--- config.mk ---
export PLATFORM = sky130hd
export DESIGN_NAME = plc_isqrt
export DESIGN_NICKNAME = d
export VERILOG_FILES = /design/src/design/plc_isqrt.sv
export SDC_FILE = /design/constraint.sdc
export NUM_CORES = 2
export LEC_CHECK = 0
export BUFFER_PORTS_ARGS = -buffer_cell sky130_fd_sc_hd__buf_2
export CORE_MARGIN = 2
export CORE_UTILIZATION = 35
export DETAILED_ROUTE_END_ITERATION = 10
export SYNTH_ARGS = -nofsm -noshare
export SYNTH_HDL_FRONTEND = slang
export SYNTH_MEMORY_MAX_BITS = 65536
export SYNTH_SLANG_ARGS = --single-unit
--- constraint.sdc ---
create_clock -name i_clk -period 6 [get_ports i_clk]
set_input_delay 0.6 -clock i_clk [delete_from_list [all_inputs] [get_ports i_clk]]
set_output_delay 0.6 -clock i_clk [all_outputs]
set_load 0.05 [all_outputs]
--- src/design/plc_isqrt.sv ---
`timescale 1ns / 1ps
// ----------------------------------------------------------------------------
// plc_isqrt
// Pipelined floor square root, one root bit per stage, with a sideband.
// ----------------------------------------------------------------------------
module plc_isqrt #(
    parameter int ROOT_W = 34,
    parameter int SIDE_W = 1
) (
    input  logic                  i_clk,
    input  logic                  i_rst_n,
    input  logic                  i_en,
    input  logic                  i_valid,
    input  logic [2*ROOT_W-1:0]   i_rad,
    input  logic [SIDE_W-1:0]     i_side,
    output logic                  o_valid,
    output logic [ROOT_W-1:0]     o_root,
    output logic [SIDE_W-1:0]     o_side
);
    logic                r_valid [ROOT_W];
    logic [2*ROOT_W-1:0] r_rad   [ROOT_W];
    logic [ROOT_W:0]     r_rem   [ROOT_W];
    logic [ROOT_W-1:0]   r_root  [ROOT_W];
    logic [SIDE_W-1:0]   r_side  [ROOT_W];

    for (genvar k = 0; k < ROOT_W; k++) begin : g_step
        logic                w_valid;
        logic [2*ROOT_W-1:0] w_rad;
        logic [ROOT_W:0]     w_rem;
        logic [ROOT_W-1:0]   w_root;
        logic [SIDE_W-1:0]   w_side;
        logic [ROOT_W+2:0]   w_try;
        logic [ROOT_W+2:0]   w_trial;
        logic [ROOT_W+2:0]   w_diff;
        logic                w_ge;

        if (k == 0) begin : g_head
            assign w_valid = i_valid;
            assign w_rad   = i_rad;
            assign w_rem   = '0;
            assign w_root  = '0;
            assign w_side  = i_side;
        end else begin : g_body
            assign w_valid = r_valid[k-1];
            assign w_rad   = r_rad[k-1];
            assign w_rem   = r_rem[k-1];
            assign w_root  = r_root[k-1];
            assign w_side  = r_side[k-1];
        end

        // Bring down the next two radicand bits and try the next root bit.
        assign w_try   = {w_rem, w_rad[2*ROOT_W-1 -: 2]};
        assign w_trial = {1'b0, w_root, 2'b01};
        assign w_ge    = (w_try >= w_trial);
        assign w_diff  = w_try - w_trial;

        always_ff @(posedge i_clk) begin
            if (!i_rst_n) begin
                r_valid[k] <= 1'b0;
            end else if (i_en) begin
                r_valid[k] <= w_valid;
            end
        end

        always_ff @(posedge i_clk) begin
            if (i_en) begin
                r_rem[k]  <= w_ge ? w_diff[ROOT_W:0] : w_try[ROOT_W:0];
                r_root[k] <= {w_root[ROOT_W-2:0], w_ge};
                r_rad[k]  <= {w_rad[2*ROOT_W-3:0], 2'b00};
                r_side[k] <= w_side;
            end
        end
    end

    assign o_valid = r_valid[ROOT_W-1];
    assign o_root  = r_root[ROOT_W-1];
    assign o_side  = r_side[ROOT_W-1];
endmodule

Yosys cells after proc, flatten, opt, wreduce, memory -nomap -nowiden --
Memory sizes are Yosys's and may differ from the RTL's. Index checks and enable logic that the tools add are counted. Widths: inputs -> output; s select.
Operators by class: add/sub/neg operators 34, bitwise gates (word level) 34, muxes and demuxes 73, $lt $le $gt $ge 34
Operators by type and width (number):
- $ge 37x36->1 | 33
- $mux 35 | 34
- $sub 35x35->35 | 33
- $mux 1 | 39
- $or 1x1->1 | 34
- $sub 2x1->3 const B | 1
- $ge 2x1->1 const B | 1
Storage, ports and cells: logic and storage cells 180, bits in registers 0, bits in writable memories 4658, bits of input ports 73, memories kept 5
Memory list:
- r_rad | depth 34, width 66, rd ports 33, clocked after Yosys merged registers in 0, wr ports 34, line 21 | logic [2*ROOT_W-1:0] r_rad [ROOT_W];
- r_rem | depth 34, width 35, rd ports 33, clocked after Yosys merged registers in 0, wr ports 34, line 22 | logic [ROOT_W:0] r_rem [ROOT_W];
- r_root | depth 34, width 34, rd ports 34, clocked after Yosys merged registers in 0, wr ports 34, line 23 | logic [ROOT_W-1:0] r_root [ROOT_W];
- r_side | depth 34, width 1, rd ports 34, clocked after Yosys merged registers in 0, wr ports 34, line 24 | logic [SIDE_W-1:0] r_side [ROOT_W];
- r_valid | depth 34, width 1, rd ports 34, clocked after Yosys merged registers in 0, wr ports 34, line 20 | logic r_valid [ROOT_W];

Logic depth before layout (Yosys ltp) --
depth in word-level cells 4, depth in mapped cells 14, gate-level depth less buffers 12

Worst setup path before layout --
No wires, ideal clock.
path type register to register, from mem r_rem[21][8] (netlist name), to mem r_rem[22][1] (netlist name) (data pin), data arrival time 3.349 ns, period minus slack after synthesis 3.616 ns, library setup time 0.267 ns, required time 5.733 ns, cell stages (with the launch flop) 12, slack 2.384 ns, path buffers 2, cells stage by stage edfxtp_1 ha_1 a21o_1 a21o_1 o21ai_1 nand4b_1 a221oi_1 o21ai_0 a31oi_1 clkbuf_1 buf_1 o21ai_0
RTL lines (line):
- from (decl) | 22

==> metrics.txt <==
# TYPE chip_impl_metric gauge
chip_impl_metric{name="remaining_drc_errors",unit=""} 0
chip_impl_metric{name="cp_data_arrival_time",unit="ns"} 5.54
chip_impl_metric{name="worstHoldPathCells",unit=""} 2
chip_impl_metric{name="synth-seq-area-share",unit="%"} 64.7
chip_impl_metric{name="count_of_buffers_inserted_at_the_top_level_ports",unit=""} 108
chip_impl_metric{name="path_clk_slew",unit="ns"} 0.06
chip_impl_metric{name="finish.cell_count_without_fillers",unit=""} 16000
chip_impl_metric{name="area_delta_synth_final",unit="%"} 13.6
chip_impl_metric{name="core",unit="um2"} 382000
chip_impl_info{name="rsz0062_at_grt",value="no"} 1
chip_impl_metric{name="post-place-ws",unit="ns"} 1.13
chip_impl_info{name="dominant_delay_contributor_by_cell_family_on_the_critical_path",value="compound AO/OA/AOI/OAI gates"} 1
chip_impl_metric{name="fin_crit_sh",unit="%"} 81.7
chip_impl_metric{name="tightestPinTransition",unit="ns"} 1.27
chip_impl_metric{name="grt_max_degree",unit=""} 163
chip_impl_metric{name="first_pass_iters",unit=""} 8
chip_impl_metric{name="clock_sinks",unit=""} 2887
chip_impl_metric{name="clock_latency",unit="ns"} 0.94
chip_impl_metric{name="setup_ws",unit="ns"} 1.10
chip_impl_metric{name="die_outline_width",unit="um"} 623
chip_impl_info{name="crit_path_start_kind",value="flip-flop"} 1
chip_impl_metric{name="finalMaxSlewViolations",unit=""} 0
chip_impl_metric{name="post-cts-setup-buffer-count",unit=""} 0
chip_impl_metric{name="netlist_area",unit="um2"} 134000
chip_impl_info{name="rr_startpoint",value="r_rem[22][0]"} 1
chip_impl_metric{name="stdcell_area",unit="um2"} 152000
chip_impl_info{name="cp-end-kind",value="flip-flop"} 1
chip_impl_metric{name="share_of_post_route_cells_with_drive_strength_above_1",unit="%"} 7.25
chip_impl_info{name="cts_tree",value="built"} 1
chip_impl_metric{name="fin_nets",unit=""} 11400
chip_impl_info{name="hold_class",value="in2reg"} 1
chip_impl_metric{name="postCtsHoldBufs",unit=""} 71
chip_impl_metric{name="power-per-cell-area",unit="nW/um2"} 388
chip_impl_info{name="worst_r2r_endpoint",value="r_rem[23][28]"} 1
chip_impl_metric{name="number_of_design_rule_violations_left_by_the_first_detailed_router_iteration",unit=""} 5827
chip_impl_metric{name="crit_fanout",unit=""} 31
chip_impl_metric{name="antenna_found_initial",unit=""} 1
chip_impl_metric{name="worst_r2r_path_depth",unit=""} 11
chip_impl_metric{name="hold_viol_final",unit=""} 0
chip_impl_info{name="synth_flop_type",value="edfxtp_1"} 1
chip_impl_metric{name="worst-path-buf-inv",unit=""} 1
chip_impl_metric{name="ctsResizeCount",unit=""} 0
chip_impl_metric{name="postSynthCellCount",unit=""} 10400
chip_impl_info{name="critPathMostFrequentCell",value="a2111oi_0"} 1
chip_impl_info{name="cp_cell_sequence",value="ha_1 > o21ai_1 > a211oi_1 > a41oi_1 > a21boi_1 > a2111oi_0 > o21bai_1 > and3_1 > buf_4 > a2111oi_0 > xor2_1"} 1
chip_impl_metric{name="cts_inserted_buffers",unit=""} 325
chip_impl_metric{name="maxCapViolations",unit=""} 0
chip_impl_metric{name="synth_cell_type_count",unit=""} 95
chip_impl_metric{name="placement.cell_area",unit="um2"} 141000
chip_impl_metric{name="final.min_clock_period",unit="ns"} 4.90
chip_impl_metric{name="setup_viol",unit=""} 0
chip_impl_metric{name="aggregate_global_route_resource_usage",unit="%"} 13.8
chip_impl_metric{name="hold_slack",unit="ns"} 0.190
chip_impl_metric{name="totalNegativeSetupSlack",unit="ns"} 0
chip_impl_info{name="clockRootBuffer",value="clkbuf_16"} 1
chip_impl_metric{name="gr-total-overflow",unit=""} 0
chip_impl_metric{name="dp.cells",unit=""} 15400
chip_impl_info{name="critical_path_launch_point",value="r_rem[22][0]"} 1
chip_impl_info{name="worst_hold_path.endpoint",value="r_valid[32]"} 1
chip_impl_metric{name="total_leakage_power",unit="nW"} 57.2
chip_impl_metric{name="via_count_of_the_first_global_routing_pass",unit=""} 77700
chip_impl_metric{name="gp_routability_congestion",unit=""} 0.903
chip_impl_metric{name="dr_total_vias",unit=""} 79200
chip_impl_metric{name="start_util",unit="%"} 35.1
chip_impl_metric{name="grt_first_pass_wirelength",unit="um"} 432000
chip_impl_metric{name="ff2ff_setup_slack",unit="ns"} 1.10
chip_impl_metric{name="clock_tree.htree_level_count",unit=""} 5
chip_impl_metric{name="synthesis.yosys.warnings",unit=""} 0
chip_impl_metric{name="fp.dieArea",unit="um2"} 388000
chip_impl_metric{name="crit_path_max_incr_delay",unit="ns"} 1.10
chip_impl_metric{name="hpwlAfterDp",unit="um"} 195000
chip_impl_metric{name="antenna_left",unit=""} 0
chip_impl_metric{name="die-height",unit="um"} 623
chip_impl_info{name="outcome",value="finished clean"} 1
chip_impl_metric{name="postSynth.asyncResetShare",unit="%"} 0
chip_impl_metric{name="cp_data_required_time",unit="ns"} 6.64
chip_impl_metric{name="worst_skew",unit="ns"} 0.0657
chip_impl_metric{name="achievable-frequency",unit="GHz"} 0.204
chip_impl_metric{name="synthesized_net_count",unit=""} 11100
chip_impl_metric{name="synth_enable_flop_cells",unit=""} 2886
chip_impl_metric{name="postSynthRegisterBits",unit=""} 2887
chip_impl_info{name="hold_start",value="i_rst_n"} 1
chip_impl_metric{name="synth.avg_cell_area",unit="um2"} 12.9
chip_impl_metric{name="detail_route.wirelength",unit="um"} 274000
chip_impl_metric{name="avgRoutedWirePerCell",unit="um"} 17.1
chip_impl_metric{name="timing.slew.headroom",unit="%"} 12.9
chip_impl_metric{name="worst_vdd_drop",unit="uV"} 272
chip_impl_metric{name="design.portCount",unit=""} 109
chip_impl_info{name="timing.critical_path.slowest_stage_cell",value="a2111oi_0"} 1
chip_impl_metric{name="detail_route.vias_per_cell",unit=""} 4.94
chip_impl_metric{name="cts-root-to-sink-buffers",unit=""} 4
chip_impl_metric{name="row_cnt",unit=""} 227
chip_impl_info{name="worst_setup_path_class",value="reg2reg"} 1
## worst max path at each step
stage,end,slack (ns),cells after the start
after floorplan,r_rem[22][1],2.38,11
after global placement,r_rem[23][28],1.11,11
after detailed placement,r_rem[23][28],1.13,11
after CTS,r_rem[23][28],1.17,11
after global routing,r_rem[23][28],0.71,12
final,r_rem[23][28],1.10,11
## power breakdown
group          internal (mW)  switching (mW)
Clock                   11.5            8.15
Combinational           5.08            7.19
Sequential              25.6            1.67
Total                   42.1            17.0
## final cells by class
type | count | area [um2]
diodes | 1 | 2.50
multi-input cells | 6480 | 43800
clock inverters | 188 | 2050
inverters | 788 | 2960
flip-flops and latches | 2887 | 86700
repair buffers | 259 | 2080
well taps | 5038 | 6300
fillers | 35800 | 229000
clock buffers | 394 | 8540
## layout by cell type, fill, tap and decap left out, types with 52 or more instances in the layout
cell,synthesis,routed
nand2_1,737,737
nor2b_1,93,93
xnor2_1,466,466
dlygate4sd3_1,0,71
or3_1,106,105
or4_1,68,68
nor3_1,229,229
nand2b_1,119,119
clkbuf_16,0,330
and3_1,97,97
nand3_1,171,171
o21a_1,108,108
o21ai_0,456,456
o21bai_1,61,60
nor4_1,129,129
ha_1,631,631
inv_1,777,777
clkinv_1,0,57
buf_4,3,63
a21oi_1,666,666
nand4_1,108,108
xor2_1,455,455
edfxtp_1,2886,2886
o31ai_1,68,66
o21ai_1,101,101
nor2_1,627,626
mux2_2,52,52
a31oi_1,61,58
a21o_1,249,249
clkbuf_1,192,60
buf_2,8,107
a211oi_1,61,61
clkinv_2,0,53
## cell usage after synthesis, types with 52 or more instances
library cell | n | area share, %
o21bai_1 | 61 | 0.34
nand4_1 | 108 | 0.50
nor2b_1 | 93 | 0.43
and3_1 | 97 | 0.45
or3_1 | 106 | 0.49
ha_1 | 631 | 5.9
a21oi_1 | 666 | 2.5
a21o_1 | 249 | 1.4
xor2_1 | 455 | 3.0
clkbuf_1 | 192 | 0.54
mux2_2 | 52 | 0.44
nor4_1 | 129 | 0.60
o21ai_0 | 456 | 1.7
inv_1 | 777 | 2.2
edfxtp_1 | 2886 | 65
or4_1 | 68 | 0.38
o21ai_1 | 101 | 0.38
nor2_1 | 627 | 1.8
a211oi_1 | 61 | 0.34
nor3_1 | 229 | 0.85
xnor2_1 | 466 | 3.0
nand2b_1 | 119 | 0.56
nand2_1 | 737 | 2.1
nand3_1 | 171 | 0.64
a31oi_1 | 61 | 0.28
o31ai_1 | 68 | 0.38
o21a_1 | 108 | 0.60
## worst register-to-register path, delay by kind of cell, from the launching register on
family	cells	cell delay, ns
AO/OA/AOI/OAI	7	2.89
XOR/XNOR	1	0.12
adder cells (fa/ha/maj)	1	0.36
buffers and inverters	1	0.39
flip-flops	1	0.40
AND/OR/NAND/NOR	1	0.52
## layer usage
metal | global-route usage (%) | vias to the layer above | share of wire, %
met2 | 24.2 | 1498 | 50
met5 | 0 | - | 0
li1 | - | 39300 | -
met1 | 17.2 | 37900 | 43
met4 | 4.94 | 0 | 3.4
met3 | 1.91 | 507 | 4.1
## flip-flops by register name (all words and copies together) (netlist names)
name     count
r_rad     1122
r_rem     1102
r_root     595
r_side      34
r_valid     34
## metrics by stage
stage          util, %  total power [mW]
2_1_floorplan        -              36.0
4_1_cts           39.9              59.9
5_1_grt           39.9              62.3
3_3_place_gp      37.0              39.7
3_5_place_dp      37.0              39.8
6_report          39.9              59.1
## cell families (layout without fill, tap and decap cells)
logic type / count (synthesis) / in the layout / share of synthesized area (%)
flip-flops: 2887 / 2887 / 64.7
other: 1 / 2 / 0.00280
adder cells (fa/ha/maj): 631 / 631 / 5.89
AO/OA/AOI/OAI: 2116 / 2116 / 9.77
buffers and inverters: 1000 / 1629 / 2.82
XOR/XNOR: 921 / 921 / 6.02
multiplexers: 92 / 92 / 0.758
AND/OR/NAND/NOR: 2719 / 2719 / 10.1
(Power assumes the default switching activity.)
